--- config.mk ---
export PLATFORM = sky130hd
export DESIGN_NAME = pfp_front
export DESIGN_NICKNAME = d
export VERILOG_FILES = /design/src/hdl/pfp_pkg.sv /design/src/hdl/pfp_front.sv
export SDC_FILE = /design/constraint.sdc
export NUM_CORES = 1
export LEC_CHECK = 0
export BUFFER_PORTS_ARGS = -buffer_cell sky130_fd_sc_hd__buf_4
export CORE_UTILIZATION = 50
export CTS_CLUSTER_SIZE = 30
export DETAILED_ROUTE_END_ITERATION = 7
export GPL_ROUTABILITY_DRIVEN = 0
export GPL_TIMING_DRIVEN = 0
export PLACE_DENSITY = 0.84
export SLEW_MARGIN = 20
export SYNTH_ARGS = -nofsm -noshare
export SYNTH_HDL_FRONTEND = slang
export SYNTH_SLANG_ARGS = --single-unit
--- constraint.sdc ---
create_clock -name clk -period 22.4 [get_ports clk]
set_input_delay 2.24 -clock clk [delete_from_list [all_inputs] [get_ports clk]]
set_output_delay 2.24 -clock clk [all_outputs]
set_load 0.01 [all_outputs]
--- src/hdl/pfp_pkg.sv ---
`timescale 1ns / 1ps
// ----------------------------------------------------------------------------
// pfp_pkg
// Shared types, constants and helpers of the per-flow token bucket policer.
// ----------------------------------------------------------------------------
package pfp_pkg;

    localparam int FLOW_ENTRIES_DEF = 4096;
    localparam int WAYS_DEF         = 4;

    localparam int RATE_W    = 34;
    localparam int CFG_IDX_W = 8;
    localparam int NUM_RATES = 4;
    localparam int IN_DATA_W  = 184;
    localparam int OUT_DATA_W = 8;

    // register indexes
    localparam logic [CFG_IDX_W-1:0] REG_RATE_OTHER = 8'd0;
    localparam logic [CFG_IDX_W-1:0] REG_RATE_VOICE = 8'd1;
    localparam logic [CFG_IDX_W-1:0] REG_RATE_VIDEO = 8'd2;
    localparam logic [CFG_IDX_W-1:0] REG_RATE_BULK  = 8'd3;

    localparam logic [RATE_W-1:0] RATE_OTHER_RST = 34'd1250000;
    localparam logic [RATE_W-1:0] RATE_VOICE_RST = 34'd125000;
    localparam logic [RATE_W-1:0] RATE_VIDEO_RST = 34'd625000;
    localparam logic [RATE_W-1:0] RATE_BULK_RST  = 34'd62500;

    localparam logic [31:0] HASH_MULT  = 32'h2C1B3C6D;
    localparam logic [29:0] NS_PER_SEC = 30'd1000000000;

    typedef enum logic [1:0] {
        CLS_OTHER = 2'd0,
        CLS_VOICE = 2'd1,
        CLS_VIDEO = 2'd2,
        CLS_BULK  = 2'd3
    } class_t;

    typedef enum logic [2:0] {
        ST_CLEAR, ST_IDLE, ST_MOD, ST_LOOK, ST_CHK, ST_MUL, ST_DIV, ST_DONE
    } back_state_t;

    typedef struct packed {
        logic [31:0] src;
        logic [31:0] dst;
        logic [15:0] sport;
        logic [15:0] dport;
        logic [7:0]  proto;
        logic [13:0] bytes;
        logic [63:0] now;
        class_t      cls;
        logic [31:0] hash;
    } item_t;

    typedef struct packed {
        logic              valid;
        logic [63:0]       addrs;
        logic [39:0]       ports;
        logic [RATE_W-1:0] tokens;
        logic [RATE_W-1:0] rate;
        logic [63:0]       stamp;
    } entry_t;

    typedef struct packed {
        logic clearing;
        logic pop;
    } back_status_t;

    function automatic class_t class_of(input logic [15:0] port);
        class_t c;
        c = CLS_OTHER;
        if (port == 16'd5060 || port == 16'd5061 || port == 16'd4500)
            c = CLS_VOICE;
        else if (port == 16'd1935 || port == 16'd1194 ||
                 (port >= 16'd6881 && port <= 16'd6999))
            c = CLS_VIDEO;
        else if (port == 16'd21 || port == 16'd25 || port == 16'd110 || port == 16'd143)
            c = CLS_BULK;
        return c;
    endfunction

endpackage

--- src/hdl/pfp_front.sv ---
`timescale 1ns / 1ps
// ----------------------------------------------------------------------------
// pfp_front
// Input stage: classifies the packet and hashes its five-tuple (two stages).
// ----------------------------------------------------------------------------
module pfp_front
(
    input  logic            clk,
    input  logic            rst_n,
    input  logic            in_valid,
    output logic            in_ready,
    input  pfp_pkg::item_t  in_item,
    output logic            push,
    output pfp_pkg::item_t  push_item,
    input  logic            q_full
);

    logic           a_valid_reg, a_valid_next;
    logic           b_valid_reg, b_valid_next;
    pfp_pkg::item_t a_item_reg, a_item_next;
    pfp_pkg::item_t b_item_reg, b_item_next;
    logic           b_load, a_load;
    logic [31:0]    x;

    assign push    = b_valid_reg && !q_full;
    assign b_load  = !b_valid_reg || push;
    assign in_ready = !a_valid_reg || b_load;
    assign a_load  = in_valid && in_ready;

    always_comb
    begin
        x = in_item.src ^ in_item.dst ^ {in_item.sport, in_item.dport} ^ {24'd0, in_item.proto};
        a_item_next       = in_item;
        a_item_next.cls   = pfp_pkg::class_of(in_item.dport);
        a_item_next.hash  = x ^ (x >> 15);
        b_item_next       = a_item_reg;
        b_item_next.hash  = 32'(a_item_reg.hash * pfp_pkg::HASH_MULT);
        a_valid_next      = a_load ? 1'b1 : (a_valid_reg && !b_load);
        b_valid_next      = b_load ? a_valid_reg : b_valid_reg;
        push_item         = b_item_reg;
        push_item.hash    = b_item_reg.hash ^ (b_item_reg.hash >> 12);
    end

    always_ff @(posedge clk or negedge rst_n)
    begin
        if (!rst_n)
        begin
            a_valid_reg <= 1'b0;
            b_valid_reg <= 1'b0;
        end
        else
        begin
            a_valid_reg <= a_valid_next;
            b_valid_reg <= b_valid_next;
        end
    end

    always_ff @(posedge clk)
    begin
        if (a_load)
            a_item_reg <= a_item_next;
        if (b_load && a_valid_reg)
            b_item_reg <= b_item_next;
    end

endmodule

# Yosys cells after proc, flatten, opt, wreduce, memory -nomap -nowiden
# Cells that the tools add are included.
[op_classes]
bitwise = 5
mul = 1
n_mux = 3
n_reduce_logical = 18
n_lt_le_gt_ge = 2
n_eq_ne = 9
[ops]
columns = ["operator", "count"]
rows = [
  ["XOR 32 bit", 2],
  ["== test 16 x 13 -> 1 bit (second input constant)", 3],
  ["== test 16 x 11 -> 1 bit (second input constant)", 2],
  ["== test 16 x 5 -> 1 bit (second input constant)", 2],
  ["multiplier 32 x 30 -> 32 bit (second input constant)", 1],
  ["XOR 32 x 17 -> 32 bit", 1],
  ["XOR 32 x 20 -> 32 bit", 1],
  ["XOR 32 x 8 -> 32 bit", 1],
  ["== test 16 x 7 -> 1 bit (second input constant)", 1],
  ["== test 16 x 8 -> 1 bit (second input constant)", 1],
  [">= comparator 16 x 13 -> 1 bit (second input constant)", 1],
  ["<= comparator 16 x 13 -> 1 bit (second input constant)", 1],
  ["logical OR 1 bit", 9],
  ["logical AND 1 bit", 5],
  ["logical NOT 1 bit", 4],
  ["two-way mux 2 bit", 2],
  ["two-way mux 1 bit", 1],
]
[word_totals]
input_bits = 220
ff_bits = 434
elab_cells = 58
output_inout_bits = 218

# Longest topological paths before layout
# Gate-level depths: netlist of run 1.
[depth]
depth_word = 6
depth_mapped = 23
ltp_nobuf = 23

# Worst setup path after synthesis of run 1
# No wires, ideal clock.
[synth_path]
kind = "input to register"
start = "input q_full"
end = "register b_item_reg[0] (netlist bit), enable pin"
stages = 1
setup_slack_ns = 3.485
arrival_time_ns = 17.795
setup_ns = 1.120
n_path_buf = 0
required_ns = 21.280
cell_sequence = "a21boi_0"
[synth_between]
elab_chain_cells = 4
[synth_rtl]
columns = ["element", "line_no", "source"]
rows = [
  ["start: declaration", "pfp_front.sv:15", "input logic q_full"],
  ["logical NOT 1 bit", "pfp_front.sv:25", "assign push = b_valid_reg && !q_full;"],
  ["logical AND 1 bit", "pfp_front.sv:25", ""],
  ["logical OR 1 bit", "pfp_front.sv:26", "assign b_load = !b_valid_reg || push;"],
  ["logical AND 1 bit", "pfp_front.sv:62", "if (b_load && a_valid_reg)"],
  ["end signal: assignment", "pfp_front.sv:63", "b_item_reg <= b_item_next;"],
  ["end: declaration", "pfp_front.sv:21", "pfp_pkg::item_t b_item_reg, b_item_next;"],
]
# Every way passes these cells.
# A chain may end at the register's enable or synchronous reset.

==> results of run 1 <==
[cells by family (layout without fill, tap and decap cells)]
| family | Yosys count | after routing | share of synthesized area, % |
|---|---|---|---|
| buffers and inverters | 479 | 968 | 10.4 |
| DFF | 434 | 434 | 53.2 |
| adders and majority gates | 387 | 387 | 25.4 |
| xor gates and xnor gates | 171 | 171 | 6.12 |
| AOI/OAI and AO/OA | 103 | 103 | 2.95 |
| and+or+nand+nor | 94 | 94 | 1.90 |
| muxes | 1 | 1 | 0.0409 |
| other | 0 | 6 | 0 |
[cell usage after synthesis (all sizes together), types with 3 or more instances]
library cell  instances
ha                  203
nor3                 16
a21boi                3
nand3                13
o21ai                19
a21oi                30
xnor2               125
a21o                 20
o21a                  6
nor2                 28
nand2b                5
o211ai                4
a211oi                4
inv                 280
buf                 196
edfxtp              432
xor2                 46
nand2                13
clkbuf                3
nor2b                 5
fa                  184
[final timing paths]
path                                startpoint        endpoint
worst max-delay path             a_item_reg[0]  b_item_reg[25]
worst min-delay path            a_item_reg[87]   push_item[87]
worst max register to register   a_item_reg[0]  b_item_reg[25]
worst min register to register  a_item_reg[87]   push_item[87]
max in group asynchronous                rst_n     a_valid_reg
min in group asynchronous                rst_n     a_valid_reg
[layout by cell type (no fill, tap or decap), types with 7 or more instances in the layout]
master,instances
clkbuf_1,7
ha_1,203
buf_4,599
a21o_1,19
clkbuf_16,42
xnor2_1,125
a21oi_1,28
nor3_1,16
buf_16,14
nand3_1,13
edfxtp_1,432
xor2_1,46
fa_1,184
nor2_1,28
inv_1,280
nand2_1,13
o21ai_0,17
[worst reg2reg max path, cell delays in order (launching register included)]
cell	delay, ns
edfxtp_1	0.83
ha_1	0.43
inv_1	0.10
fa_1	0.55
inv_1	0.06
fa_1	0.45
ha_1	0.22
fa_1	0.47
fa_1	0.50
fa_1	0.49
inv_1	0.05
fa_1	0.49
inv_1	0.04
ha_1	0.26
clkbuf_1	0.26
nand3_1	0.21
o31a_1	0.44
o31ai_4	0.28
mux2i_1	0.24
o221ai_1	0.15
[routing by layer]
metal | routed length (microns) | share of wire (%) | up-vias | GRT usage, %
li1 | - | - | 6339 | -
met1 | 23100 | 37 | 7150 | 28.8
met2 | 32300 | 51 | 668 | 45.2
met3 | 5060 | 8.0 | 154 | 6.77
met4 | 2610 | 4.1 | 0 | 10.4
met5 | 0 | 0 | - | 0
[final cells by class]
cell class	instances	share of cell area, %
Antenna cell	6	0.0499
Buffer	199	4.93
Clock buffer	46	3.54
Clock inverter	26	1.13
Inverter	280	3.49
Multi-Input combinational cell	756	29.7
Sequential cell	434	43.3
Tap cell	615	2.56
Timing Repair Buffer	417	11.3
[through the flow]
step	utilization [%]	setup TNS, ns	hold WS (ns)	setup slack, ns	cell area (sq um)
final	62.6	0	0.408	15.61	30100
after global routing	62.6	0	0.417	15.33	30100
after CTS	62.6	0	0.406	15.59	30100
after detailed placement	59.7	0	0.405	15.61	28700
after global placement	58.8	-611.62	0.400	-2.87	28300
after floorplan	-	0	0.400	3.48	24500
==> impl_results.md, run 1 <==
* Buffers & Inverters on Critical Path at 5
* Max reg flops at 216
* CTS resizes at 0
* Worst-path fanout max at 10
* Sink Count at 434
* Clock latency on the worst-skew pair at 0.57 ns
* Setup Viol. Count Final at 0
* Area contributors post-synth: edfxtp_1 53%, fa_1 15%, ha_1 10%
* Worst Hold Depth at 0
* Max Freq at 147 MHz
* Arrival @ worst endpoint at 7.07 ns
* Final Hold Vio Count at 0
* 1st-iter DRT viols at 1008
* Area share of the largest cell type after synthesis at 53.0%
* Max Cap Violations at 0
* Area leader, netlist: edfxtp_1
* Worst clock skew at 0.0230 ns
* FP Rows at 80
* Initial Util at 50.9%
* Syn Inst Count at 1669
* Post-synth EDFFs at 432
* Die Height at 223 microns
* Slowest stage delay, CP at 0.83 ns
* Hold crit path type: reg2reg
* Hpwl dp at 47.3 mm
* Min Tclk post-route at 6.79 ns
* WL final at 63.1 mm
* Root buffer cell: clkbuf_16
* Synth cell types at 53
* Critical Path Stages at 19
* Top delay family on crit path: adder cells
* CP dominant cell by count: fa_1
* Area of the mapped netlist at 0.0245 sq mm
* DR WL/cell at 22.7 microns
* Core area at 0.0480 sq mm
* CP Data Required Time at 22.68 ns
* Grt total ovfl at 0
* DR pass1 iterations at 8
* Die width at 223 microns
* First-pass GRT wire length at 93.6 mm
* Antenna violations before repair at 6
* Final worst path period share at 30.3%
* Largest net degree at the start of global routing at 60
* R2R setup slack at 15.61 ns
* Hold buffers post-CTS at 0
* Fin nets at 2737
* Main synth FF type: edfxtp_1
* Die area at 0.0498 sq mm
* H-Tree Depth at 2
* R2R cell count at 19
* Setup crit start kind: flip-flop
* All-Layer GR Usage at 25.4%
* # IOs at 438
* Slew headroom at 49.8%
* Non-filler instance count after layout at 2779
* Share of layout cells above drive strength 1 at 31.8%
* CTS tree: built
* Post-synthesis sequential area ratio at 53.2%
* PortBufs at 403
* Cell total after placement at 2701
* Setup repair bufs after CTS at 0
* Final slew viol count at 0
* DRC at 0
* Slowest cell on the critical path: edfxtp_1
* Multi-input logic area at 0.00893 sq mm
* Critical-path cell list: ha_1 -> inv_1 -> fa_1 -> inv_1 -> fa_1 -> ha_1 -> fa_1 -> fa_1 -> fa_1 -> inv_1 -> fa_1 -> inv_1 -> ha_1 -> clkbuf_1 -> nand3_1 -> o31a_1 -> o31ai_4 -> mux2i_1 -> o221ai_1
* FF+latch count, synth at 434
* Worst Setup End Kind: flip-flop
* Fillers at 3314
* Status: completed
* Area grow syn2layout at 22.9%
* Clk slew on worst S/H paths at 0.07 ns
* Post-synthesis net count at 2276
* Ys Warns at 0
* Clk buf depth at 3
* Vias in the first global route at 15669
* Slew at the pin closest to its max-slew limit at 0.753 ns
* RSZ-0062 raised after global routing: no
* Register Area at 0.0130 sq mm
* Via count at 14311
* Number of vias per cell at 5.15
* Post-route ant nets at 0
* Syn_area_per_cell at 14.7 sq um
* Ys async rst share at 0.461%
* Crit Path Class: reg2reg
* Total clock buffers created by CTS at 42
Power of run 1 is left out: the tool's default activity adds up to more than one toggle a clock period on the data nets, which glitch-free logic cannot reach.
==> run 2, diff against run 1 <==
Clock period 22.4 ns to 6.4 ns, I/O delays scaled along.
==> run 2 against run 1 <==
Against the previous run:
- first-iteration DRC count down 22%
- wire length decreased by 4.8%
- die area did not move
- critical path depth unchanged
- worst hold slack got worse by 0.17 ns
- register-to-register slack got worse by 16 ns
- critical path type unchanged
- critical endpoint unchanged
- largest cell class unchanged
- highest routed layer unchanged
==> impl_results.md, run 2 (synthesized netlist as in run 1, its figures left out) <==
* Status: completed
* Sink Count at 434
* Hold Crit Start: in_item[42]
* Post-route ant nets at 0
* PortBufs at 403
* Slowest stage delay, CP at 0.58 ns
* Worst Hold Depth at 1
* Final Hold Vio Count at 0
* Via count at 14223
* R2R cell count at 19
* DRC at 0
* Die Height at 223 microns
* DR WL/cell at 21.3 microns
* Worst-path fanout max at 7
* CP dominant cell by count: fa_1
* Hold crit path type: in2reg
* Root buffer cell: clkbuf_16
* Commonest non-fill, non-tap cell in the layout: buf_4
* Fin nets at 2777
* Crit Path Class: reg2reg
* Clk slew on worst S/H paths at 0.07 ns
* Die width at 223 microns
* Commonest non-fill, non-tap cells in the layout: 637 x buf_4, 432 x edfxtp_1, 277 x inv_1
* Crit Reg-Reg Endpoint: b_item_reg[25]
* Final slew viol count at 0
* Clk buf depth at 3
* Max Freq at 157 MHz
* # IOs at 438
* Min Tclk post-route at 6.36 ns
* Clock latency on the worst-skew pair at 0.57 ns
* 1st-iter DRT viols at 786
* CTS tree: built
* H-Tree Depth at 2
* Worst r2r src: a_item_reg[6]
* Hold worst-path end: a_item_reg[42]
* Number of vias per cell at 5.06
* Die area at 0.0498 sq mm
* Setup tns final at 0 ns
* Final worst path period share at 99.3%
* DR pass1 iterations at 5
* Slowest cell on the critical path: fa_1
* All-Layer GR Usage at 23.8%
* Core area at 0.0480 sq mm
* Max reg flops at 216
* Setup Viol. Count Final at 0
* Slew at the pin closest to its max-slew limit at 0.790 ns
* Worst Setup End Kind: flip-flop
* Fillers at 3258
* CP Data Required Time at 6.69 ns
* Setup crit start kind: flip-flop
* FP Rows at 80
* Vias in the first global route at 15491
* Largest net degree at the start of global routing at 60
* Grt total ovfl at 0
* First-pass GRT wire length at 88.5 mm
* CP startpoint: a_item_reg[6]
* Share of layout cells above drive strength 1 at 35.2%
* Antenna violations before repair at 2
* Arrival @ worst endpoint at 6.65 ns
* Total clock buffers created by CTS at 42
* Hpwl dp at 46.1 mm
* Critical-path cell list: buf_4 -> ha_1 -> xor2_2 -> ha_1 -> a21o_1 -> fa_1 -> fa_1 -> fa_1 -> fa_2 -> fa_1 -> inv_1 -> fa_1 -> inv_1 -> ha_4 -> nand3_2 -> o31a_1 -> o31ai_4 -> mux2i_1 -> o221ai_1
* Area grow syn2layout at 25.3%
* Initial Util at 50.9%
* Slew headroom at 47.2%
* Worst clock skew at 0.0174 ns
* R2R setup slack at 0.04 ns
* Max Cap Violations at 0
* WL final at 60.0 mm
* RSZ-0062 raised after global routing: yes
[run 2: changes by cell type in the layout (fill, tap and decap cells not counted), sizes merged]
| cell | previous run | this run |
|---|---|---|
| clkinvlp | 3 | 1 |
| clkinv | 14 | 12 |
| buf | 613 | 653 |
| clkbuf | 49 | 48 |
| dlygate4sd3 | 0 | 1 |
| bufinv | 6 | 5 |
| diode | 6 | 3 |
| inv | 283 | 284 |
[run 2: repair_timing]
| action | in CTS | in global routing |
|---|---|---|
| gates cloned | 0 | 0 |
| gates resized for setup | 18 | 44 |
| setup endpoints to repair | 10 | 10 |
| endpoints found under the hold margin | 2 | 0 |
| setup buffers | 18 | 23 |
| hold buffers | 1 | 0 |
| pin swaps | 5 | 23 |
[run 2: through the flow]
stage	instances	setup slack [ns]	hold WS (ns)	utilization (%)	instance area, sq um
2_1_floorplan	1669	0.0341	0.344	-	24500
3_3_place_gp	2687	-2.06	0.400	58.9	28300
3_5_place_dp	2700	-0.349	0.405	59.6	28600
4_1_cts	2786	0.00276	0.220	62.9	30200
5_1_grt	2811	-0.125	0.222	63.8	30700
6_report	2812	0.0448	0.241	63.8	30700
[run 2: cell type report]
type	instances	area [sq um]	area share (%)
Multi-Input combinational cell	756	9270	30.2
Clock inverter	22	282	0.918
Inverter	280	1050	3.43
Buffer	198	1480	4.82
Tap cell	615	769	2.51
Timing Repair Buffer	458	3710	12.1
Sequential cell	434	13000	42.5
Antenna cell	3	7.51	0.0245
Clock buffer	46	1070	3.48
[run 2: critical path, delay by kind of cell (launching register included)]
kind,cells,cell delay [ns]
AO/OA/AOI/OAI,4,1.04
multiplexers,1,0.22
flip-flops,1,0.51
AND/OR/NAND/NOR,1,0.13
adder cells (fa/ha/maj),9,3.66
XOR/XNOR,1,0.21
buffers and inverters,3,0.31
[run 2: worst max-delay path by stage]
| stage | to | cells past startpoint |
|---|---|---|
| 2_1_floorplan | a_item_reg[0] | 2 |
| 3_3_place_gp | a_item_reg[66] | 3 |
| 3_5_place_dp | b_item_reg[25] | 22 |
| 4_1_cts | b_item_reg[31] | 23 |
| 5_1_grt | b_item_reg[25] | 20 |
| 6_report | b_item_reg[25] | 19 |
[run 2: per-layer routing]
layer | global-route usage (%) | part of all wire (%)
met1 | 27.3 | 36
met2 | 42.2 | 52
met3 | 6.85 | 8.5
met4 | 8.97 | 3.6
met5 | 0 | 0
Power of run 2 is left out for the same reason.
==> run 3, diff against run 2 <==
Settings changed: CORE_UTILIZATION 50 to 57, GPL_TIMING_DRIVEN 0 to default, PLACE_DENSITY 0.84 to 0.92.
==> run 3 against run 2 <==
Against the previous run:
- die area down 12%
- critical endpoint is now b_item_reg[31]
- via count down 2.5%
- design area down 6.3%
- final cell count down 9.4%
- wire length up 1.9%
- first-iteration DRC count up 22%
- worst hold slack worse by 0.0094 ns
- utilization up 4.4 points
- clock skew up 0.0031 ns
==> impl_results.md, run 3 (synthesized netlist as in run 1, its figures left out) <==
* Final Hold Vio Count at 0
* Die width at 209 microns
* H-Tree Depth at 2
* Sink Count at 434
* Largest net degree at the start of global routing at 132
* DR pass1 iterations at 7
* Final Util at 68.2%
* Final antenna diode count at 0
* Slowest cell on the critical path: edfxtp_1
* Clk buf depth at 3
* # IOs at 438
* Setup crit start kind: flip-flop
* Vias in the first global route at 15015
* Commonest non-fill, non-tap cell in the layout: buf_4
* Final instance area at 0.0287 sq mm
* DR WL/cell at 24.0 microns
* Grt total ovfl at 0
* Post-route ant nets at 0
* Crit Path Class: reg2reg
* RSZ-0062 raised after global routing: yes
* CTS tree: built
* Via count at 13863
* Worst-path fanout max at 6
* Fin nets at 2585
* Clk slew on worst S/H paths at 0.07 ns
* Number of vias per cell at 5.44
* Slew headroom at 34.6%
* Cell total after placement at 2455
* Hpwl dp at 44.7 mm
* Slowest stage delay, CP at 0.56 ns
* FP Rows at 75
* First-pass GRT wire length at 89.7 mm
* Core area at 0.0421 sq mm
* Slew at the pin closest to its max-slew limit at 0.982 ns
* Status: completed
* CP Data Required Time at 6.71 ns
* DRC at 0
* Non-filler instance count after layout at 2549
* Max Freq at 157 MHz
* Hold crit path type: in2reg
* Die area at 0.0438 sq mm
* Worst clock skew at 0.0205 ns
* Total clock buffers created by CTS at 42
* Area grow syn2layout at 17.4%
* Worst Setup End Kind: flip-flop
* Die Height at 209 microns
* PortBufs at 403
* 1st-iter DRT viols at 962
* CP dominant cell by count: fa_1
* WL final at 61.1 mm
* Max Cap Violations at 0
* Final worst path period share at 99.3%
* Final slew viol count at 0
* All-Layer GR Usage at 28.1%
* Setup Viol. Count Final at 0
* Min Tclk post-route at 6.36 ns
* Antenna violations before repair at 1
* Max reg flops at 216
* Initial Util at 58.1%
* Commonest non-fill, non-tap cells in the layout: 459 x buf_4, 432 x edfxtp_1, 276 x inv_1
* Critical-path cell list: ha_4 -> buf_4 -> buf_4 -> inv_1 -> fa_1 -> inv_1 -> fa_1 -> ha_1 -> fa_1 -> fa_2 -> fa_1 -> inv_1 -> fa_1 -> inv_1 -> ha_1 -> a21o_1 -> a21oi_2 -> o21ai_2 -> a211oi_4 -> buf_6 -> nor4_1 -> nor3_1 -> xnor2_1
* Clock latency on the worst-skew pair at 0.58 ns
* DP Area at 0.0271 sq mm
* Share of layout cells above drive strength 1 at 28.5%
* Arrival @ worst endpoint at 6.67 ns
* Root buffer cell: clkbuf_16
run 3: cell types whose count changed in the layout (fill, tap and decap cells not counted), sizes merged:
| cell | previous run | this run |
|---|---|---|
| bufinv | 5 | 2 |
| clkbuf | 48 | 56 |
| buf | 653 | 463 |
| inv | 284 | 286 |
| clkinvlp | 1 | 0 |
| diode | 3 | 0 |
run 3: cell type report:
type	count	area, sq um
Timing Repair Buffer	464	3520
Tap cell	539	674
Sequential cell	434	13000
Fill cell	2521	13400
Inverter	280	1050
Clock inverter	20	205
Clock buffer	56	1140
Multi-Input combinational cell	756	9120
run 3: metal layers:
layer / up-vias / wire length [microns] / track usage, %
met3: 201 / 5430 / 6.76
met5: - / 11 / 0
met1: 6893 / 20800 / 31.8
met2: 744 / 31700 / 50.4
met4: 2 / 3240 / 12.0
li1: 6023 / - / -
run 3: worst max-delay path: cells and delay by family (launching register included):
family	cells	cell delay [ns]
fa+ha+maj	9	3.79
compound gates	4	0.71
buf+inv	7	0.62
flops	1	0.56
simple gates	2	0.29
xor+xnor	1	0.11
run 3: through the flow:
step                      setup slack, ns  TNS (ns)  hold WS, ns
after floorplan                    0.0341         0        0.344
after global placement             0.0252         0        0.400
after detailed placement          -0.0409    -0.106        0.405
after CTS                         0.00837         0        0.218
after global routing               -0.125    -0.452        0.220
final                              0.0419         0        0.232
run 3: path summary, 6_finish.rpt:
path | slack [ns] | cells past startpoint | to | start
min in group asynchronous | 0.40 | 2 | b_valid_reg | rst_n
setup reg to reg | 0.04 | 23 | b_item_reg[31] | a_item_reg[5]
max in group asynchronous | 5.91 | 2 | a_valid_reg | rst_n
setup / recovery | 0.04 | 23 | b_item_reg[31] | a_item_reg[5]
hold reg to reg | 0.41 | 0 | push_item[81] | a_item_reg[81]
hold / removal | 0.23 | 1 | a_item_reg[64] | in_item[64]
run 3: repair_timing:
item	4_1_cts	5_1_grt
gates cloned	0	0
setup endpoints to repair	4	11
endpoints found under the hold margin	2	0
gates resized for setup	2	43
hold buffers	1	0
pin swaps	1	21
setup buffers	1	17
Power of run 3 is left out for the same reason.
